## src/iac_pkg.sv

```systemverilog
// Package for the interpolated aperture check block.
// Holds table sizing, field widths, codes, the queued item and result types.
// No dependencies.
`default_nettype none
package iac_pkg;

  localparam int TABLE_DEPTH = 1024;
  localparam int ADDR_W      = $clog2(TABLE_DEPTH);
  localparam int LEN_W       = $clog2(TABLE_DEPTH + 1);

  localparam int WEIGHT_BITS = 23;
  localparam int W_W         = WEIGHT_BITS + 1;
  localparam int CNT_W       = $clog2(WEIGHT_BITS + 1);

  localparam int POS_W = 40;
  localparam int DIM_W = 31;
  localparam int XY_W  = 32;
  localparam int Z_W   = 41;
  localparam int IDX_W = 10;
  localparam int LENCFG_W = 11;
  localparam int SHAPE_W  = 2;
  localparam int CFG_W    = 11;
  localparam int CFG_IDX_W = 1;

  localparam int IN_DATA_W  = 280;
  localparam int OUT_DATA_W = 8;

  localparam int QUEUE_DEPTH = 2;
  localparam int QPTR_W      = $clog2(QUEUE_DEPTH);
  localparam int QCNT_W      = $clog2(QUEUE_DEPTH + 1);

  localparam logic OP_WRITE = 1'b0;
  localparam logic OP_CHECK = 1'b1;

  localparam logic [CFG_IDX_W-1:0] CFG_TABLE_LENGTH   = 1'd0;
  localparam logic [CFG_IDX_W-1:0] CFG_APERTURE_SHAPE = 1'd1;

  localparam logic [SHAPE_W-1:0] SHAPE_RECT_ELLIPSE = 2'd0;
  localparam logic [SHAPE_W-1:0] SHAPE_CIRCLE       = 2'd1;
  localparam logic [SHAPE_W-1:0] SHAPE_ELLIPSE      = 2'd2;

  localparam logic [1:0] ERR_OK     = 2'd0;
  localparam logic [1:0] ERR_RANGE  = 2'd1;
  localparam logic [1:0] ERR_ZERO_R = 2'd2;

  typedef struct packed {
    logic               op;
    logic [IDX_W-1:0]   idx;
    logic [POS_W-1:0]   s;
    logic [DIM_W-1:0]   ap1;
    logic [DIM_W-1:0]   ap2;
    logic [DIM_W-1:0]   ap3;
    logic [DIM_W-1:0]   ap4;
    logic [XY_W-1:0]    ax;
    logic [XY_W-1:0]    ay;
    logic [POS_W-1:0]   z;
  } iac_item_t;

  typedef struct packed {
    logic [1:0] error_code;
    logic       fast_accept;
    logic       inside_res;
  } iac_result_t;

  typedef enum logic [3:0] {
    ST_IDLE,
    ST_SEARCH,
    ST_FETCH0,
    ST_FETCH1,
    ST_FETCH2,
    ST_EVAL,
    ST_DIVIDE,
    ST_MUL,
    ST_ACC,
    ST_FINAL,
    ST_DONE
  } back_state_t;

endpackage
`default_nettype wire

```

## src/iac_front.sv

```systemverilog
// Front end: accepts input transactions, takes |x|, |y| and clamps z,
// and holds the items in a short queue for the back end. Uses iac_pkg.
`default_nettype none
module iac_front (
  input  wire logic                           clk,
  input  wire logic                           rst_n,
  input  wire logic                           in_tvalid,
  output logic                                in_tready,
  input  wire logic [iac_pkg::IN_DATA_W-1:0]  in_tdata,
  input  wire logic                           in_tuser,
  output logic                                q_valid,
  output iac_pkg::iac_item_t                  q_item,
  input  wire logic                           q_pop
);
  import iac_pkg::*;

  iac_item_t            item_in;
  iac_item_t            q_mem_r [QUEUE_DEPTH];
  logic [QPTR_W-1:0]    wr_ptr_r;
  logic [QPTR_W-1:0]    rd_ptr_r;
  logic [QCNT_W-1:0]    count_r;
  logic                 push;
  logic [XY_W-1:0]      x_raw;
  logic [XY_W-1:0]      y_raw;
  logic [Z_W-1:0]       z_raw;

  assign x_raw = in_tdata[205:174];
  assign y_raw = in_tdata[237:206];
  assign z_raw = in_tdata[278:238];

  always_comb begin
    item_in.op  = in_tuser;
    item_in.idx = in_tdata[9:0];
    item_in.s   = in_tdata[49:10];
    item_in.ap1 = in_tdata[80:50];
    item_in.ap2 = in_tdata[111:81];
    item_in.ap3 = in_tdata[142:112];
    item_in.ap4 = in_tdata[173:143];
    item_in.ax  = x_raw[XY_W-1] ? (~x_raw + 1'b1) : x_raw;
    item_in.ay  = y_raw[XY_W-1] ? (~y_raw + 1'b1) : y_raw;
    item_in.z   = z_raw[Z_W-1] ? '0 : z_raw[POS_W-1:0];
  end

  assign in_tready = (count_r != QCNT_W'(QUEUE_DEPTH));
  assign push      = in_tvalid && in_tready;
  assign q_valid   = (count_r != '0);
  assign q_item    = q_mem_r[rd_ptr_r];

  always_ff @(posedge clk) begin
    if (push) begin
      q_mem_r[wr_ptr_r] <= item_in;
    end
  end

  always_ff @(posedge clk) begin
    if (!rst_n) begin
      wr_ptr_r <= '0;
      rd_ptr_r <= '0;
      count_r  <= '0;
    end else begin
      if (push) begin
        wr_ptr_r <= (wr_ptr_r == QPTR_W'(QUEUE_DEPTH - 1)) ? '0 : wr_ptr_r + 1'b1;
      end
      if (q_pop) begin
        rd_ptr_r <= (rd_ptr_r == QPTR_W'(QUEUE_DEPTH - 1)) ? '0 : rd_ptr_r + 1'b1;
      end
      unique case ({push, q_pop})
        2'b10:   count_r <= count_r + 1'b1;
        2'b01:   count_r <= count_r - 1'b1;
        default: count_r <= count_r;
      endcase
    end
  end

endmodule
`default_nettype wire

```

## config.mk

```make
export PLATFORM = sky130hd
export DESIGN_NAME = iac_front
export DESIGN_NICKNAME = d
export VERILOG_FILES = /design/src/iac_pkg.sv /design/src/iac_front.sv
export SDC_FILE = /design/constraint.sdc
export NUM_CORES = 1
export LEC_CHECK = 0
export BUFFER_PORTS_ARGS = -buffer_cell sky130_fd_sc_hd__buf_2
export CORE_AREA = 5 5 218 220
export DETAILED_ROUTE_END_ITERATION = 7
export DIE_AREA = 0 0 223 225
export GPL_TIMING_DRIVEN = 0
export PLACE_DENSITY = 0.75
export SETUP_SLACK_MARGIN = 0.02
export SYNTH_ARGS = -nofsm -noshare
export SYNTH_HDL_FRONTEND = slang
export SYNTH_SLANG_ARGS = --single-unit
```

## constraint.sdc

```tcl
create_clock -name clk -period 16.55 [get_ports clk]
set_clock_uncertainty 0.1 [all_clocks]
set_input_delay 2.4825 -clock clk [delete_from_list [all_inputs] [get_ports clk]]
set_output_delay 2.4825 -clock clk [all_outputs]
set_load 0.005 [all_outputs]
```

==> qor.yml, run 1 <==
drt_iter0_markers: 815
layout_min_cycle_time_ps: 6000
clk_pin_slew_ps: 60
vias_per_cell: 5.18
ys_seq_area_share_pct: 76.8
grt_max_degree: 67
r2r_start: "count_r[0]"
grt.met1_usage_pct: 23.0
use_met3_pct: 7.41
finalHoldViolations: 0
grt_pass1_wl_mm: 79.1
drc: 0
p_switching_uw: 822
die_h_um: 225
post_cts_resized: 0
cts_sinks: 563
final_util_pct: 61.1
synth-main-ff-cell: "edfxtp_1"
swShare_pct: 23.7
timing.fmax_ghz: 0.167
max_slew_margin_pct: 37.3
min_period_over_period_pct: 36.3
synth.most_common_cell: "edfxtp_1"
syn_avg_cell_area_um2: 19.5
critical_path_required_ps: 13970
synth_edf_count: 558
fin_nets: 2045
hp-start: "count_r[1]"
worstSkewPairLatency_ps: 580
clkPwrFrac_pct: 33.5
ys_ff_latch: 563
slew_viol_final: 0
routed_wirelength_mm: 54.0
postRouteAntennaNets: 0
cts.htree.levels: 2
cts_setup_buffers: 0
synth-async-reset-ratio_pct: 0
root_buffer: "clkbuf_16"
arrival_ps: 3420
cts_hold_buf: 0
synth.distinct_cells: 37
synthCells: 1123
grt-ovfl-total: 0
setup_viol: 0
drv_cap: 0
totalPowerFinal_uw: 3470
yosys.area.top_type_share_pct: 76.3
combinationalPowerShare_pct: 15.0
die_area_um2: 50200
numCtsBuffers: 55
p_int_uw: 2640
portBuffers: 563
syn_to_final_growth_pct: 25.5
detail_route.wl_per_cell_um: 22.4
synth_nets: 1411
crit_type: "register to output pin"
regToRegSetupSlack_ps: 13990
rsz0062_at_grt: "no"
fin_hold_ws_ps: 405
synth.largest_area_cell: "edfxtp_1"
fp.dieW_um: 223
powerDensity_nw_per_um2: 126
grt_pass1_vias: 13200
synth_area_um2: 22000
tightestPinTransition_ps: 940
gr-usage-met2_pct: 36.5
layout-drive-gt1-share_pct: 53.0
hpwl_mm: 40.0
p_seq_share_pct: 51.5
synthTopCellsByArea: "edfxtp_1 (76%), mux2_2 (14%), xnor2_1 (2.4%)"
tns_ps: 0
io_pins: 566
ff2ff_path_depth: 4
start_kind: "register"
cts_tree: "yes"
num_rows: 78
status: "finished clean"
vias: 12500
core-area_um2: 45100
hold_path_end: "count_r[1]"
end_kind: "output pin"
clockBufferDepth: 3
leakage_uw: 0.0101
ys_warn_count: 0
gp_congestion: 0.871
holdPathStages: 2
antenna_found_initial: 16
drtPass1Iterations: 5
hold_class: "register to register"
synth_commonest_cells: "edfxtp_1 (558), mux2_2 (279), xnor2_1 (61), nor2b_1 (40), clkbuf_1 (38)"
top_usage_layer: "met2"
rr_endpoint: "q_mem_r[1][179]"
start_util_pct: 48.7
gr-usage-all-layers_pct: 20.5
vdd_drop_max_uv: 88.8
critPathMaxFanout: 10
cell type report:
type | count | area (um^2)
fillers | 3335 | 17500
flip-flops and latches | 563 | 16900
multi-input cells | 510 | 4900
repair buffers | 577 | 3140
clock buffers | 72 | 1460
well taps | 600 | 751
clock inverters | 30 | 213
plain buffers | 46 | 193
diodes | 9 | 22.5
inverters | 4 | 15.0
worst max path at each step:
| stage | from | cells after the start | slack, ps | end |
|---|---|---|---|---|
| 6_report | register | 5 | 10550 | q_item[194] |
| 5_1_grt | register | 5 | 10350 | q_item[194] |
| 2_1_floorplan | in_tvalid | 2 | 1400 | q_mem_r[0][0] |
| 4_1_cts | register | 5 | 10390 | q_item[194] |
| 3_5_place_dp | register | 5 | 11050 | q_item[194] |
| 3_3_place_gp | in_tvalid | 3 | -4920 | q_mem_r[0][160] |
placed cells by master, fill, tap and decap left out, drive strengths merged, types with 2 or more instances in the layout:
master | Yosys | final
nor2 | 4 | 4
or2 | 3 | 3
edfxtp | 558 | 558
o41ai | 17 | 17
xnor2 | 61 | 61
nand2b | 6 | 6
diode | 0 | 9
or4 | 6 | 6
mux2 | 279 | 279
clkbuf | 38 | 110
nand2 | 18 | 18
o31ai | 21 | 21
dfxtp | 5 | 5
buf | 8 | 585
nor2b | 40 | 40
clkinvlp | 0 | 2
nor4 | 6 | 6
ha | 3 | 3
bufinv | 0 | 2
nand3 | 4 | 4
or3 | 8 | 8
and2 | 4 | 4
clkinv | 0 | 24
inv | 4 | 6
nand3b | 2 | 2
o21ai | 13 | 13
nand4 | 2 | 2
nor3 | 7 | 7
routing by layer:
layer | up-vias | part of all wire [%]
met5 | - | 0.13
met4 | 10 | 3.4
met3 | 111 | 8.8
met2 | 456 | 52
met1 | 6212 | 36
li1 | 5705 | -
worst max-delay path, stage by stage (launching register included):
cell and delay (ps):
dfxtp_1 300, clkbuf_1 610, clkbuf_1 630, clkbuf_1 700, mux2_2 450, buf_2 140
metrics by stage:
stage,cell area [um^2],instances,worst slack [ps]
CTS,27500,2402,10390
floorplan,22000,1123,1400
global placement,25500,2286,-4920
detailed placement,25900,2300,11050
finish,27600,2411,10550
global route,27500,2407,10350
power groups by stage:
stage | logic [uW] | registers [uW] | clock network (uW)
2_1_floorplan | 251 | 1870 | 0
3_3_place_gp | 483 | 1910 | 0
3_5_place_dp | 523 | 1820 | 0
4_1_cts | 527 | 1790 | 1190
5_1_grt | 558 | 1800 | 1250
6_report | 518 | 1790 | 1160
state kept, by name, summed over array words and instances, names as in the netlist, named ones only:
signal,cells
count_r,2
rd_ptr_r,1
wr_ptr_r,1
q_mem_r,558
cells by family after synthesis:
| group | after synthesis | synth area share [%] |
|---|---|---|
| AND/OR/NAND/NOR | 114 | 3.07 |
| buffers and inverters | 50 | 0.946 |
| XOR/XNOR | 62 | 2.47 |
| flip-flops | 563 | 76.8 |
| AO/OA/AOI/OAI | 52 | 2.24 |
| multiplexers | 279 | 14.3 |
| adder cells (fa/ha/maj) | 3 | 0.171 |
(Power assumes the default switching activity.)
==> inputs of run 2 (changes only) <==
==> constraint.sdc (replaced) <==
create_clock -name clk -period 6 [get_ports clk]
set_clock_uncertainty 0.1 [all_clocks]
set_input_delay 0.9 -clock clk [delete_from_list [all_inputs] [get_ports clk]]
set_output_delay 0.9 -clock clk [all_outputs]
set_load 0.005 [all_outputs]
==> qor.yml, run 2 (synthesized netlist as in run 1, its figures left out) <==
grt.met1_usage_pct: 23.5
cts_tree: "yes"
postRouteAntennaNets: 0
critPathMaxStageDelay_ps: 680
max_slew_margin_pct: 45.9
fp.dieW_um: 223
reg.largest.list: "q_mem_r (558), count_r (2)"
grt_max_degree: 67
syn_to_final_growth_pct: 25.8
critical_path_required_ps: 5000
vias_per_cell: 5.20
post_cts_resized: 0
timing.fmax_ghz: 0.235
cts_hold_buf: 0
die_area_um2: 50200
top_usage_layer: "met2"
cp_cell_sequence: "clkbuf_1, clkbuf_1, buf_1, mux2_2, buf_2"
io_pins: 566
crit_family: "buffers and inverters"
largest_register_ffs: 558
finalNonFillerCells: 2420
num_rows: 78
gp_congestion: 0.867
crit_type: "register to output pin"
vias: 12600
detail_route.wl_per_cell_um: 22.4
core-area_um2: 45100
cpMostUsedCell: "clkbuf_1"
dp_cells: 2300
grt_pass1_vias: 13300
start_util_pct: 48.7
critical-path-slowest-cell: "clkbuf_1"
start_kind: "register"
place_area_um2: 25900
worstSkewPairLatency_ps: 570
hold_class: "input pin to register"
gr-usage-all-layers_pct: 20.7
cts_setup_buffers: 0
gr-usage-met2_pct: 36.1
root_buffer: "clkbuf_16"
critPathMaxFanout: 10
fin_hold_ws_ps: 412
grt-ovfl-total: 0
path_buf_inv: 4
rsz0062_at_grt: "no"
drt_iter0_markers: 772
hpwl_mm: 40.1
setup_viol: 0
vdd_drop_max_uv: 286
powerDensity_nw_per_um2: 347
numCtsBuffers: 56
drtPass1Iterations: 5
min_period_over_period_pct: 70.8
use_met3_pct: 7.50
die_h_um: 225
finalHoldViolations: 0
end_kind: "output pin"
layout_commonest_cell: "buf_2"
finalInstanceArea_um2: 27600
status: "finished clean"
top_register: "q_mem_r"
portBuffers: 563
layout-drive-gt1-share_pct: 52.8
routed_wirelength_mm: 54.3
fin_nets: 2046
drc: 0
cts.htree.levels: 2
leakage_uw: 0.0101
layout_min_cycle_time_ps: 4250
clockBufferDepth: 3
cts_sinks: 563
final_util_pct: 61.2
antenna_found_initial: 26
tightestPinTransition_ps: 811
final_cell_mix: "buf_2 (564), edfxtp_1 (558), mux2_2 (279)"
clk_pin_slew_ps: 60
drv_cap: 0
arrival_ps: 3250
grt_pass1_wl_mm: 79.6
slew_viol_final: 0
==> run 2: final timing paths <==
| path | start | to | slack, ps | cells past startpoint |
|---|---|---|---|---|
| setup / recovery | register | q_item[277] | 1750 | 5 |
| hold / removal | in_tdata[134] | q_mem_r[0][157] | 410 | 1 |
| setup reg to reg | count_r[0] | q_mem_r[0][198] | 3290 | 7 |
| hold reg to reg | count_r[1] | count_r[1] | 440 | 2 |
==> run 2: worst register-to-register path, stage by stage (launching register included) <==
cell	delay, ps
dfxtp_1	400
nand2b_1	170
nand2_1	150
nor2_4	500
buf_12	310
buf_12	260
buf_12	240
buf_12	270
==> run 2: area by class of cell <==
type	count	area (um^2)
Fill cell	3319	17500
Antenna cell	18	45.0
Clock buffer	68	1470
Sequential cell	563	16900
Inverter	4	15.0
Timing Repair Buffer	577	3150
Multi-Input combinational cell	510	4900
Buffer	46	193
Clock inverter	34	226
Tap cell	600	751
==> run 2: stage by stage <==
step / power [uW] / TNS (ps) / setup slack, ps
after floorplan: 5730 / 0 / 303
after global placement: 6420 / -733460 / -1990
after detailed placement: 6450 / 0 / 2190
after CTS: 9690 / 0 / 1540
after global routing: 10000 / 0 / 1440
final: 9580 / 0 / 1750
==> run 2: report_power, final <==
part           switching [uW]  internal [uW]  leakage [uW]
clock network            1370           1850      0.000829
logic                     775            658       0.00399
registers                92.1           4830       0.00528
total                    2230           7350        0.0101
==> run 2: metal layers <==
| metal | vias up | wire, um |
|---|---|---|
| met2 | 503 | 27900 |
| met3 | 101 | 5310 |
| li1 | 5729 | - |
| met5 | - | 115 |
| met4 | 16 | 1600 |
| met1 | 6230 | 19400 |
==> inputs of run 3 (changes only) <==
--- a/config.mk
+++ b/config.mk
@@ -6,11 +6,11 @@
 export NUM_CORES = 1
 export LEC_CHECK = 0
 export BUFFER_PORTS_ARGS = -buffer_cell sky130_fd_sc_hd__buf_2
-export CORE_AREA = 5 5 218 220
+export CORE_MARGIN = 5
+export CORE_UTILIZATION = 48
 export DETAILED_ROUTE_END_ITERATION = 7
-export DIE_AREA = 0 0 223 225
 export GPL_TIMING_DRIVEN = 0
-export PLACE_DENSITY = 0.75
+export PLACE_DENSITY = 0.77
 export SETUP_SLACK_MARGIN = 0.02
 export SYNTH_ARGS = -nofsm -noshare
 export SYNTH_HDL_FRONTEND = slang
==> constraint.sdc (replaced) <==
create_clock -name clk -period 3.5 [get_ports clk]
set_clock_uncertainty 0.1 [all_clocks]
set_input_delay 0.525 -clock clk [delete_from_list [all_inputs] [get_ports clk]]
set_output_delay 0.525 -clock clk [all_outputs]
set_load 0.005 [all_outputs]
==> qor.yml, run 3 (synthesized netlist as in run 1, its figures left out) <==
status: "finished clean"
cts_sinks: 563
slew_viol_final: 0
finalInstanceArea_um2: 29000
dr.max_layer_used: "met5"
hpwl_mm: 39.1
grt-ovfl-total: 0
critPathMaxStageDelay_ps: 560
critical-path-slowest-cell: "clkbuf_1"
drt-met1-wl_mm: 21.1
wl_met2_mm: 30.7
antenna_found_initial: 5
root_buffer: "clkbuf_16"
final.fill_count: 3079
vdd_drop_max_uv: 444
critPathMaxFanout: 10
powerDensity_nw_per_um2: 578
path_buf_inv: 3
numCtsBuffers: 56
postRouteAntennaNets: 0
setup_viol: 0
pre_cts_ws_ps: -86.9
start_kind: "register"
layout_commonest_cell: "buf_2"
routed_wirelength_mm: 58.1
grt_max_degree: 68
drt_iter0_markers: 1022
min_period_over_period_pct: 92.5
worstSkewPairLatency_ps: 570
setup_slack_ps: 264
leakage_uw: 0.0107
fp.dieW_um: 224
fin_nets: 2185
reg.largest.list: "q_mem_r (558), count_r (2)"
layout_min_cycle_time_ps: 3240
vias: 13400
syn_to_final_growth_pct: 32.3
crit_family: "buffers and inverters"
rsz0062_at_grt: "no"
fin_hold_ws_ps: 34.7
final_cell_mix: "buf_2 (564), edfxtp_1 (558), mux2_2 (279)"
gr-usage-all-layers_pct: 22.2
grt_pass1_vias: 14400
gp_congestion: 0.864
crit_type: "register to output pin"
max_slew_margin_pct: 55.7
detail_route.wl_per_cell_um: 22.9
io_pins: 566
drc: 0
drtPass1Iterations: 5
tightestPinTransition_ps: 664
largest_register_ffs: 558
start_util_pct: 48.5
cp_cell_sequence: "clkbuf_2, clkbuf_1, mux2_2, buf_2"
clk_pin_slew_ps: 60
hold_class: "input pin to register"
critical_path_required_ps: 2870
top_register: "q_mem_r"
finalHoldViolations: 0
dr_wl_met3_mm: 4.79
cts_tree: "yes"
die_h_um: 224
place_area_um2: 25900
clockBufferDepth: 3
vias_per_cell: 5.26
num_rows: 78
tns_ps: 0
die_area_um2: 50100
end_kind: "output pin"
cts.htree.levels: 2
core-area_um2: 45300
layout-drive-gt1-share_pct: 50.0
grt_pass1_wl_mm: 86.5
drv_cap: 0
arrival_ps: 2610
portBuffers: 563
timing.fmax_ghz: 0.309
## run 3: cell count changes in the layout (fill, tap and decap cells not counted), moves of 2 or more
cell           before  now
dfxtp_1             5    3
clkinv_1           20    5
diode_2            18    4
dlygate4sd3_1       0  140
clkinv_2            9    7
clkbuf_8            0    3
clkbuf_2            0    7
dfxtp_2             0    2
## run 3: final cells by class
type	count	area [um^2]	share of cell area, %
Sequential cell	563	16900	58.1
Multi-Input combinational cell	510	4920	17.0
Timing Repair Buffer	717	4540	15.7
Clock buffer	79	1560	5.37
Tap cell	600	751	2.59
Buffer	45	205	0.707
Clock inverter	19	164	0.565
Inverter	4	15.0	0.0517
Antenna cell	4	10.0	0.0345
## run 3: path summary, 6_finish.rpt
path	depth (start not counted)	slack, ps	endpoint	startpoint
worst min-delay path	1	30	q_mem_r[0][175]	in_tdata[90]
worst max-delay path	4	260	q_item[146]	register
worst max register to register	9	660	q_mem_r[0][160]	count_r[0]
worst min register to register	2	460	count_r[1]	count_r[1]
## run 3: through the flow
stage               util, %  instances  total power, uW
global route           64.1       2541            17400
global placement       56.4       2286            11000
CTS                    64.0       2535            16800
detailed placement     57.2       2300            11100
finish                 64.1       2541            16800
floorplan                 -       1123             9840
## run 3: routing by layer
metal / global-route usage [%] / vias up
met5: 0 / -
met4: 5.79 / 2
li1: - / 5961
met1: 26.0 / 6721
met2: 40.6 / 588
met3: 6.24 / 95
## run 3: power by group
part           switching (uW)  leakage, uW  internal [uW]
sequential                183      0.00528           8290
combinational            1390      0.00460           1240
clock                    2430     0.000841           3240
## run 3: timing repair
action / CTS / global route
hold buffers: 138 / 2
endpoints found under the hold margin: 274 / 3
gates resized for setup: 10 / 0
endpoints found under the setup margin: 210 / 0
setup buffers: 0 / 0
